--- src/rtl/lgcl_pkg.sv ---
`default_nettype none

package lgcl_pkg;

    // Board geometry
    localparam int MAX_ROWS = 64;
    localparam int MAX_COLS = 64;
    localparam int ROW_W    = $clog2(MAX_ROWS);
    localparam int COL_W    = $clog2(MAX_COLS);
    localparam int WORD_W   = 64;
    localparam int CFG_W    = 7;
    localparam int CNT_W    = 4;

    // Stream payload widths (packed, padded to whole bytes)
    localparam int IN_FIELDS_W  = ROW_W + WORD_W;
    localparam int IN_DATA_W    = ((IN_FIELDS_W + 7) / 8) * 8;
    localparam int OUT_FIELDS_W = ROW_W + COL_W + 1 + 1 + CNT_W;
    localparam int OUT_DATA_W   = ((OUT_FIELDS_W + 7) / 8) * 8;

    // Command codes
    localparam logic CMD_LOAD = 1'b0;
    localparam logic CMD_EVAL = 1'b1;

    // Configuration register indexes
    localparam logic REG_ROW_COUNT = 1'b0;
    localparam logic REG_COL_COUNT = 1'b1;

    // Life rule constants
    localparam logic [CNT_W-1:0] BIRTH_COUNT   = CNT_W'(3);
    localparam logic [CNT_W-1:0] SURVIVE_COUNT = CNT_W'(2);

    typedef enum logic [2:0] {
        ST_IDLE,
        ST_READ_N,
        ST_READ_R,
        ST_READ_S,
        ST_LOAD,
        ST_SCAN,
        ST_DONE
    } state_t;

    // Control into one row shifter
    typedef struct packed {
        logic load;
        logic shift;
        logic last_col;
    } shift_ctl_t;

    // West, center and east cell of one row at the current column
    typedef struct packed {
        logic west;
        logic center;
        logic east;
    } taps_t;

    // Outcome for the current column
    typedef struct packed {
        logic [CNT_W-1:0] count;
        logic             old_state;
        logic             new_state;
        logic             changed;
    } eval_t;

endpackage

`default_nettype wire

--- src/rtl/life_generation_change_list.sv ---
`default_nettype none

// Toroidal Life row evaluator with a change list. A load request (tuser 0)
// writes one 64-bit row word and gives no result. An evaluate request
// (tuser 1) reads the north, own and south rows one after another from the
// single read port of the board memory, then scans one column per cycle
// while the result side does not stall. Each changed cell is reported in
// ascending column order with tuser 1; tlast marks the final one. A row
// without change gives one marker with tuser 0 and tlast 1. The input side
// takes one request at a time and takes the next while the final result
// still waits. Rows must be loaded before they are evaluated; row_count and
// col_count are to be written only while the block is idle, and the block
// itself does not enforce this.
module life_generation_change_list (
    input  wire logic                              aclk,
    input  wire logic                              aresetn,
    // Configuration writes
    input  wire logic                              cfg_we,
    input  wire logic                              cfg_index,
    input  wire logic [lgcl_pkg::CFG_W-1:0]        cfg_data,
    // Request stream
    input  wire logic                              s_tvalid,
    output logic                                   s_tready,
    input  wire logic [lgcl_pkg::IN_DATA_W-1:0]    s_tdata,   // row_index[5:0], row_bits[69:6]
    input  wire logic                              s_tuser,   // command
    // Result stream
    output logic                                   m_tvalid,
    input  wire logic                              m_tready,
    output logic [lgcl_pkg::OUT_DATA_W-1:0]        m_tdata,   // cell_row[5:0], cell_col[11:6],
                                                              // old_state[12], new_state[13],
                                                              // live_neighbors[17:14]
    output logic                                   m_tuser,   // changed
    output logic                                   m_tlast    // last
);

    localparam int ROW_W  = lgcl_pkg::ROW_W;
    localparam int COL_W  = lgcl_pkg::COL_W;
    localparam int CFG_W  = lgcl_pkg::CFG_W;
    localparam int CNT_W  = lgcl_pkg::CNT_W;
    localparam int WORD_W = lgcl_pkg::WORD_W;

    lgcl_pkg::state_t state_reg, state_next;

    logic [CFG_W-1:0] rc_reg, cc_reg;
    logic [ROW_W-1:0] row_reg, row_next;
    logic [COL_W-1:0] col_reg, col_next;

    logic             pend_valid_reg, pend_valid_next;
    logic [COL_W-1:0] pend_col_reg, pend_col_next;
    logic             pend_old_reg, pend_old_next;
    logic             pend_new_reg, pend_new_next;
    logic [CNT_W-1:0] pend_cnt_reg, pend_cnt_next;

    logic             m_valid_reg, m_valid_next;
    logic [ROW_W-1:0] m_row_reg, m_row_next;
    logic [COL_W-1:0] m_col_reg, m_col_next;
    logic             m_old_reg, m_old_next;
    logic             m_new_reg, m_new_next;
    logic [CNT_W-1:0] m_cnt_reg, m_cnt_next;
    logic             m_changed_reg, m_changed_next;
    logic             m_last_reg, m_last_next;

    logic [ROW_W-1:0]  in_row;
    logic [WORD_W-1:0] in_bits;
    logic              in_accept;

    logic [CFG_W-1:0] nrows;
    logic [ROW_W-1:0] nrows_m1;
    logic [COL_W-1:0] ncols_m1;
    logic [ROW_W-1:0] north_row, south_row;
    logic             row_in_range;

    logic              ram_we;
    logic [ROW_W-1:0]  rd_addr;
    logic [WORD_W-1:0] rd_data;

    lgcl_pkg::shift_ctl_t ctl_n, ctl_r, ctl_s;
    lgcl_pkg::taps_t      taps_n, taps_r, taps_s;
    lgcl_pkg::eval_t      eval;

    logic last_col;
    logic can_step;

    assign in_row    = s_tdata[ROW_W-1:0];
    assign in_bits   = s_tdata[ROW_W+WORD_W-1:ROW_W];
    assign in_accept = s_tvalid && s_tready;

    // Effective board size: zero acts as one, large values clamp
    always_comb begin
        if (rc_reg == '0) begin
            nrows = CFG_W'(1);
        end else if (rc_reg > CFG_W'(lgcl_pkg::MAX_ROWS)) begin
            nrows = CFG_W'(lgcl_pkg::MAX_ROWS);
        end else begin
            nrows = rc_reg;
        end
        if (cc_reg == '0) begin
            ncols_m1 = '0;
        end else if (cc_reg > CFG_W'(lgcl_pkg::MAX_COLS)) begin
            ncols_m1 = COL_W'(lgcl_pkg::MAX_COLS - 1);
        end else begin
            ncols_m1 = COL_W'(cc_reg - CFG_W'(1));
        end
    end

    assign nrows_m1     = ROW_W'(nrows - CFG_W'(1));
    assign north_row    = (row_reg == '0) ? nrows_m1 : row_reg - ROW_W'(1);
    assign south_row    = (row_reg == nrows_m1) ? '0 : row_reg + ROW_W'(1);
    assign row_in_range = {1'b0, in_row} < nrows;

    // Configuration registers
    always_ff @(posedge aclk) begin
        if (!aresetn) begin
            rc_reg <= CFG_W'(64);
            cc_reg <= CFG_W'(64);
        end else if (cfg_we) begin
            case (cfg_index)
                lgcl_pkg::REG_ROW_COUNT: rc_reg <= cfg_data;
                lgcl_pkg::REG_COL_COUNT: cc_reg <= cfg_data;
                default:                 rc_reg <= rc_reg;
            endcase
        end
    end

    // Board memory: load writes, evaluate reads three rows in turn
    assign ram_we = in_accept && (s_tuser == lgcl_pkg::CMD_LOAD) && row_in_range;

    always_comb begin
        case (state_reg)
            lgcl_pkg::ST_READ_N: rd_addr = north_row;
            lgcl_pkg::ST_READ_S: rd_addr = south_row;
            default:             rd_addr = row_reg;
        endcase
    end

    lgcl_ram #(
        .WIDTH(WORD_W),
        .DEPTH(lgcl_pkg::MAX_ROWS)
    ) u_board (
        .aclk   (aclk),
        .wr_en  (ram_we),
        .wr_addr(in_row),
        .wr_data(in_bits),
        .rd_addr(rd_addr),
        .rd_data(rd_data)
    );

    // Row shifters, one column per scan step
    assign last_col = col_reg == ncols_m1;
    assign can_step = !m_valid_reg || m_tready;

    always_comb begin
        ctl_n.shift    = (state_reg == lgcl_pkg::ST_SCAN) && can_step;
        ctl_n.last_col = last_col;
        ctl_n.load     = state_reg == lgcl_pkg::ST_READ_R;
        ctl_r          = ctl_n;
        ctl_r.load     = state_reg == lgcl_pkg::ST_READ_S;
        ctl_s          = ctl_n;
        ctl_s.load     = state_reg == lgcl_pkg::ST_LOAD;
    end

    lgcl_row_shift u_north (
        .aclk     (aclk),
        .ctl      (ctl_n),
        .west_sel (ncols_m1),
        .load_data(rd_data),
        .taps     (taps_n)
    );

    lgcl_row_shift u_middle (
        .aclk     (aclk),
        .ctl      (ctl_r),
        .west_sel (ncols_m1),
        .load_data(rd_data),
        .taps     (taps_r)
    );

    lgcl_row_shift u_south (
        .aclk     (aclk),
        .ctl      (ctl_s),
        .west_sel (ncols_m1),
        .load_data(rd_data),
        .taps     (taps_s)
    );

    lgcl_cell_eval u_eval (
        .north (taps_n),
        .middle(taps_r),
        .south (taps_s),
        .result(eval)
    );

    // State and datapath registers
    always_ff @(posedge aclk) begin
        if (!aresetn) begin
            state_reg      <= lgcl_pkg::ST_IDLE;
            pend_valid_reg <= 1'b0;
            m_valid_reg    <= 1'b0;
        end else begin
            state_reg      <= state_next;
            pend_valid_reg <= pend_valid_next;
            m_valid_reg    <= m_valid_next;
        end
        row_reg        <= row_next;
        col_reg        <= col_next;
        pend_col_reg   <= pend_col_next;
        pend_old_reg   <= pend_old_next;
        pend_new_reg   <= pend_new_next;
        pend_cnt_reg   <= pend_cnt_next;
        m_row_reg      <= m_row_next;
        m_col_reg      <= m_col_next;
        m_old_reg      <= m_old_next;
        m_new_reg      <= m_new_next;
        m_cnt_reg      <= m_cnt_next;
        m_changed_reg  <= m_changed_next;
        m_last_reg     <= m_last_next;
    end

    // Next state; a found change waits in the pending slot until the next
    // one (or the end of the row) tells whether it is the last
    always_comb begin
        state_next      = state_reg;
        row_next        = row_reg;
        col_next        = col_reg;
        pend_valid_next = pend_valid_reg;
        pend_col_next   = pend_col_reg;
        pend_old_next   = pend_old_reg;
        pend_new_next   = pend_new_reg;
        pend_cnt_next   = pend_cnt_reg;
        m_valid_next    = m_valid_reg && !m_tready;
        m_row_next      = m_row_reg;
        m_col_next      = m_col_reg;
        m_old_next      = m_old_reg;
        m_new_next      = m_new_reg;
        m_cnt_next      = m_cnt_reg;
        m_changed_next  = m_changed_reg;
        m_last_next     = m_last_reg;
        s_tready        = 1'b0;

        case (state_reg)
            lgcl_pkg::ST_IDLE: begin
                s_tready = 1'b1;
                if (in_accept && (s_tuser == lgcl_pkg::CMD_EVAL)) begin
                    row_next   = in_row;
                    col_next   = '0;
                    state_next = row_in_range ? lgcl_pkg::ST_READ_N : lgcl_pkg::ST_DONE;
                end
            end
            lgcl_pkg::ST_READ_N: state_next = lgcl_pkg::ST_READ_R;
            lgcl_pkg::ST_READ_R: state_next = lgcl_pkg::ST_READ_S;
            lgcl_pkg::ST_READ_S: state_next = lgcl_pkg::ST_LOAD;
            lgcl_pkg::ST_LOAD:   state_next = lgcl_pkg::ST_SCAN;
            lgcl_pkg::ST_SCAN: begin
                if (can_step) begin
                    if (eval.changed) begin
                        if (pend_valid_reg) begin
                            m_valid_next   = 1'b1;
                            m_row_next     = row_reg;
                            m_col_next     = pend_col_reg;
                            m_old_next     = pend_old_reg;
                            m_new_next     = pend_new_reg;
                            m_cnt_next     = pend_cnt_reg;
                            m_changed_next = 1'b1;
                            m_last_next    = 1'b0;
                        end
                        pend_valid_next = 1'b1;
                        pend_col_next   = col_reg;
                        pend_old_next   = eval.old_state;
                        pend_new_next   = eval.new_state;
                        pend_cnt_next   = eval.count;
                    end
                    col_next = col_reg + COL_W'(1);
                    if (last_col) begin
                        state_next = lgcl_pkg::ST_DONE;
                    end
                end
            end
            lgcl_pkg::ST_DONE: begin
                if (can_step) begin
                    m_valid_next    = 1'b1;
                    m_row_next      = row_reg;
                    m_last_next     = 1'b1;
                    m_changed_next  = pend_valid_reg;
                    m_col_next      = pend_valid_reg ? pend_col_reg : '0;
                    m_old_next      = pend_valid_reg && pend_old_reg;
                    m_new_next      = pend_valid_reg && pend_new_reg;
                    m_cnt_next      = pend_valid_reg ? pend_cnt_reg : '0;
                    pend_valid_next = 1'b0;
                    state_next      = lgcl_pkg::ST_IDLE;
                end
            end
            default: state_next = lgcl_pkg::ST_IDLE;
        endcase
    end

    assign m_tvalid = m_valid_reg;
    assign m_tdata  = {(lgcl_pkg::OUT_DATA_W - lgcl_pkg::OUT_FIELDS_W)'(0),
                       m_cnt_reg, m_new_reg, m_old_reg, m_col_reg, m_row_reg};
    assign m_tuser  = m_changed_reg;
    assign m_tlast  = m_last_reg;

    // No change entry is left over once a request has finished
    a_idle_no_pending: assert property (@(posedge aclk) disable iff (!aresetn)
        s_tready |-> !pend_valid_reg)
        else $error("pending change entry left in idle");

    // A no-change marker always closes its request
    a_marker_last: assert property (@(posedge aclk) disable iff (!aresetn)
        (m_tvalid && !m_tuser) |-> m_tlast)
        else $error("no-change marker without last");

    // A change entry really flips the cell
    a_entry_flips: assert property (@(posedge aclk) disable iff (!aresetn)
        (m_tvalid && m_tuser) |-> (m_tdata[12] != m_tdata[13]))
        else $error("change entry with equal old and new state");

    // The column scan never runs past the last column in use
    a_scan_bound: assert property (@(posedge aclk) disable iff (!aresetn)
        (state_reg == lgcl_pkg::ST_SCAN) |-> (col_reg <= ncols_m1))
        else $error("column scan past last column");

endmodule

`default_nettype wire

--- src/rtl/lgcl_ram.sv ---
`default_nettype none

module lgcl_ram #(
    parameter int WIDTH = 64,
    parameter int DEPTH = 64
) (
    input  wire logic                     aclk,
    input  wire logic                     wr_en,
    input  wire logic [$clog2(DEPTH)-1:0] wr_addr,
    input  wire logic [WIDTH-1:0]         wr_data,
    input  wire logic [$clog2(DEPTH)-1:0] rd_addr,
    output logic      [WIDTH-1:0]         rd_data
);

    logic [WIDTH-1:0] mem [DEPTH];

    // One write port, one registered read port
    always_ff @(posedge aclk) begin
        if (wr_en) begin
            mem[wr_addr] <= wr_data;
        end
        rd_data <= mem[rd_addr];
    end

endmodule

`default_nettype wire

--- src/rtl/lgcl_row_shift.sv ---
`default_nettype none

module lgcl_row_shift (
    input  wire logic                                aclk,
    input  wire lgcl_pkg::shift_ctl_t                ctl,
    input  wire logic [lgcl_pkg::COL_W-1:0]          west_sel,
    input  wire logic [lgcl_pkg::WORD_W-1:0]         load_data,
    output lgcl_pkg::taps_t                          taps
);

    logic [lgcl_pkg::WORD_W-1:0] word_reg;
    logic                        west_reg;
    logic                        first_reg;

    // Row word shifts right one column per step; column 0 comes first.
    // West of column 0 is the last column in use, east of the last is column 0.
    always_ff @(posedge aclk) begin
        if (ctl.load) begin
            word_reg  <= load_data;
            west_reg  <= load_data[west_sel];
            first_reg <= load_data[0];
        end else if (ctl.shift) begin
            word_reg  <= {1'b0, word_reg[lgcl_pkg::WORD_W-1:1]};
            west_reg  <= word_reg[0];
        end
    end

    assign taps.west   = west_reg;
    assign taps.center = word_reg[0];
    assign taps.east   = ctl.last_col ? first_reg : word_reg[1];

endmodule

`default_nettype wire

--- src/rtl/lgcl_cell_eval.sv ---
`default_nettype none

module lgcl_cell_eval (
    input  wire lgcl_pkg::taps_t north,
    input  wire lgcl_pkg::taps_t middle,
    input  wire lgcl_pkg::taps_t south,
    output lgcl_pkg::eval_t      result
);

    logic [lgcl_pkg::CNT_W-1:0] count;
    logic                       next_state;

    // Eight-neighbor count, center of the middle row excluded
    assign count = {3'b000, north.west}  + {3'b000, north.center} + {3'b000, north.east}
                 + {3'b000, middle.west} + {3'b000, middle.east}
                 + {3'b000, south.west}  + {3'b000, south.center} + {3'b000, south.east};

    // Birth on three, survival on two or three
    assign next_state = (count == lgcl_pkg::BIRTH_COUNT)
                     || ((count == lgcl_pkg::SURVIVE_COUNT) && middle.center);

    assign result.count     = count;
    assign result.old_state = middle.center;
    assign result.new_state = next_state;
    assign result.changed   = next_state != middle.center;

endmodule

`default_nettype wire
--- config.mk ---
export PLATFORM = sky130hd
export DESIGN_NAME = life_generation_change_list
export DESIGN_NICKNAME = d
export VERILOG_FILES = /design/src/rtl/lgcl_pkg.sv /design/src/rtl/life_generation_change_list.sv /design/src/rtl/lgcl_ram.sv /design/src/rtl/lgcl_row_shift.sv /design/src/rtl/lgcl_cell_eval.sv
export SDC_FILE = /design/constraint.sdc
export NUM_CORES = 2
export LEC_CHECK = 0
export BUFFER_PORTS_ARGS = -buffer_cell sky130_fd_sc_hd__buf_2
export CORE_MARGIN = 4
export CORE_UTILIZATION = 50
export CTS_CLUSTER_DIAMETER = 200
export DETAILED_ROUTE_END_ITERATION = 6
export GPL_ROUTABILITY_DRIVEN = 0
export PLACE_DENSITY = 0.65
export SLEW_MARGIN = 20
export SYNTH_ARGS = -nofsm -noshare
export SYNTH_HDL_FRONTEND = slang
export SYNTH_SLANG_ARGS = --single-unit
export TNS_END_PERCENT = 20
--- constraint.sdc ---
create_clock -name aclk -period 13.9 [get_ports aclk]
set_input_delay 3.475 -clock aclk [delete_from_list [all_inputs] [get_ports aclk]]
set_output_delay 3.475 -clock aclk [all_outputs]
set_load 0.02 [all_outputs]
==> reports/results.ini <==
[finish]
nets = 11600
area_growth_pct = 11.8
drive_above_1_share = 0.120
largest_reg_flops = 4096
regMostFlops = u_board.mem

[yosys]
synth_top_area_share = 0.760
synth.cell_area_um2 = 171000
seq_area_frac_synth = 0.769
synth_edf_count = 4338
synth_cell_types = 89
synth_cells = 11300
synth_top_cells_by_area = edfxtp_1 76%, nand2_1 6.3%, mux2i_1 2.0%
synth_top_cell_by_area = edfxtp_1
yosys.cell_count.top_type = edfxtp_1
yosysWarnings = 0
synthFlopType = edfxtp_1
syn_area_per_cell_um2 = 15.1
async_flop_share = 0
synthTopCellsByCount = 4338 x edfxtp_1, 2857 x nand2_1, 677 x nand3_1
ys_ff_latch = 4421

[global_route]
grt_pass1_wl_um = 735000
grt_max_degree = 170
grt_pass1_vias = 99000
grt_usage = 0.289
grt_antenna_before_repair = 38
overflow = 0

[detailed_routing]
drt_wl_total_um = 525000
drc = 0
ant_nets = 0
wire_per_inst_um = 32.1
first_iter_violations = 16800
vias = 106000
drt-vias-per-instance = 6.45
drt-pass1-iter-count = 6

[pwr]
p_total_mw = 30.4
vdd_drop_max_mv = 0.129
p_per_area_nw_per_um2 = 159
p_leak_nw = 62.9

[setup_path]
cp.arrival_ns = 8.89
path_cells = buf_2 -> ha_1 -> o21a_1 -> o21a_1 -> o21a_1 -> o21ai_0 -> a211oi_1 -> nor4_2 -> nand3_1 -> nor2_4 -> buf_4 -> buf_4
critPathMaxStageDelay_ns = 1.11
worstSetupPathType = in2reg
r2r_setup_slack_ns = 6.16
cp_max_fo = 27
rr_endpoint = u_board.rd_data[39]
timing.rr.start = state_reg[1]
crit_top_cell = o21a_1
required_ns = 14.50
cp_slowest_cell = nor2_4
cp_top_family = simple AND/OR/NAND/NOR gates
worstSetupEndpointType = flip-flop
crit_path_start_kind = input pin
reg2reg_depth = 15
worst-path-buf-inv = 3

[clocking]
clock_path_buffers = 4
post_cts_resized = 0
post-cts-setup-buffers = 0
cts.sinks = 4421
cts_tree = yes
ctsRootBufferMaster = clkbuf_16
cts_buffers = 437
worstSkewPairLatency_ns = 1.03
cts.reportedPaths.clkPinSlew_ns = 0.06
ctsHoldBuffers = 0
h-tree-depth = 5

[timing]
tns_ns = 0
skew_ns = 0.0994
finalHoldViolCount = 0
finalCritPeriodShare = 0.597
setup_viol = 0
max_freq_ghz = 0.121
slew_viol_final = 0
tightest_slew_ns = 1.28
slew_headroom = 0.143
finalCriticalPeriod_ns = 8.30
rsz0062_at_grt = no

[floorplan]
die_area_um2 = 352000
initial_core_util = 0.504
rows = 214
die_h_um = 594
dieWidth_um = 594
ios = 114
core_um2 = 341000

[placed_design]
hpwlAfterDp_um = 279000
port_buffers = 105

[min_path]
hold_depth = 2
hold_path.startpoint = cc_reg[1]
whs_endpoint = cc_reg[1]
min_path_type = reg2reg

[flow_run]
max-cap-violations = 0

[outcome]
status = completed

[worst max-delay path by stage]
| stage | from | to | slack, ns | cells after the start |
|---|---|---|---|---|
| detailed placement | s_tdata[1] | u_board.mem[30][44] | 4.89 | 12 |
| finish | s_tdata[1] | u_board.mem[30][35] | 5.60 | 12 |
| global route | s_tdata[1] | u_board.mem[30][51] | 5.64 | 12 |
| floorplan | s_tdata[1] | u_board.mem[31][0] | 5.49 | 9 |
| CTS | s_tdata[1] | u_board.mem[30][30] | 5.94 | 12 |
| global placement | s_tdata[1] | u_board.mem[30][44] | 4.33 | 12 |
[cell usage in the layout (no fill, tap or decap), types with 36 or more instances in the layout]
cell,instances
nor2_4,72
mux2i_1,340
buf_12,36
a32oi_1,238
o22ai_1,38
nand2_1,2855
clkinv_2,77
buf_2,67
clkbuf_16,444
buf_4,281
nand3_1,674
a32o_1,46
a21oi_1,595
mux4_2,141
a2111oi_0,68
a221oi_1,70
clkinv_1,104
nand4_1,74
mux2_2,131
clkbuf_1,103
dfxtp_1,83
a31oi_1,299
a22oi_1,49
edfxtp_1,4338
[through the flow]
step                      utilization  hold slack [ns]  setup WS, ns  instance area [µm²]  std cells
after floorplan                     -            0.424          5.49               172000      11400
after global placement          0.521            0.484          4.33               177000      15500
after detailed placement        0.521            0.493          4.89               178000      15500
after CTS                       0.562            0.509          5.94               191000      16400
after global routing            0.563            0.527          5.64               192000      16400
final                           0.563            0.504          5.60               192000      16400
[layer usage]
metal | part of all wire | up-vias | GRT usage
met5 | 0.00026 | - | 0
met4 | 0.047 | 22 | 0.121
met3 | 0.13 | 1231 | 0.0661
met2 | 0.45 | 7170 | 0.441
met1 | 0.37 | 53600 | 0.403
li1 | - | 43600 | -
[cell families (layout without fill, tap and decap cells)]
| logic type | count (synthesis) | count (layout) | synth area share |
|---|---|---|---|
| flip-flops | 4421 | 4421 | 0.769 |
| AND/OR/NAND/NOR | 3841 | 3841 | 0.0927 |
| other | 1 | 19 | 0.0000219 |
| buffers and inverters | 749 | 1217 | 0.0214 |
| adder cells (fa/ha/maj) | 18 | 18 | 0.00149 |
| XOR/XNOR | 22 | 22 | 0.00112 |
| multiplexers | 612 | 612 | 0.0470 |
| AO/OA/AOI/OAI | 1684 | 1684 | 0.0670 |
[where the power goes]
group / internal (mW) / leakage (nW) / total [mW] / switching [mW]
sequential: 14.8 / 39.7 / 15.1 / 0.320
combinational: 1.07 / 16.4 / 3.88 / 2.81
clock: 6.43 / 6.76 / 11.4 / 5.01
total: 22.3 / 62.9 / 30.4 / 8.14
[worst reg2reg max path, cell delays in order, from the launching register on]
cell and delay [ns]:
dfxtp_1 0.75, inv_1 0.33, or2_2 0.39, inv_2 0.15, buf_4 0.64, nand2_1 0.16, a21oi_2 0.33, or2_4 0.74
buf_4 0.82, buf_4 0.79, buf_4 0.59, mux4_2 0.43, a2111o_1 0.43, a31oi_1 0.70, a311oi_1 0.12, buf_4 0.23
[cell type report]
| cell class | instances | area (µm²) |
|---|---|---|
| diodes | 13 | 32.5 |
| clock buffers | 569 | 11800 |
| clock inverters | 242 | 2050 |
| fillers | 26000 | 149000 |
| inverters | 18 | 67.6 |
| multi-input cells | 6183 | 36800 |
| flip-flops and latches | 4421 | 132000 |
| well taps | 4536 | 5680 |
| repair buffers | 388 | 3240 |
Note: power is estimated with default switching activity, not from simulation.
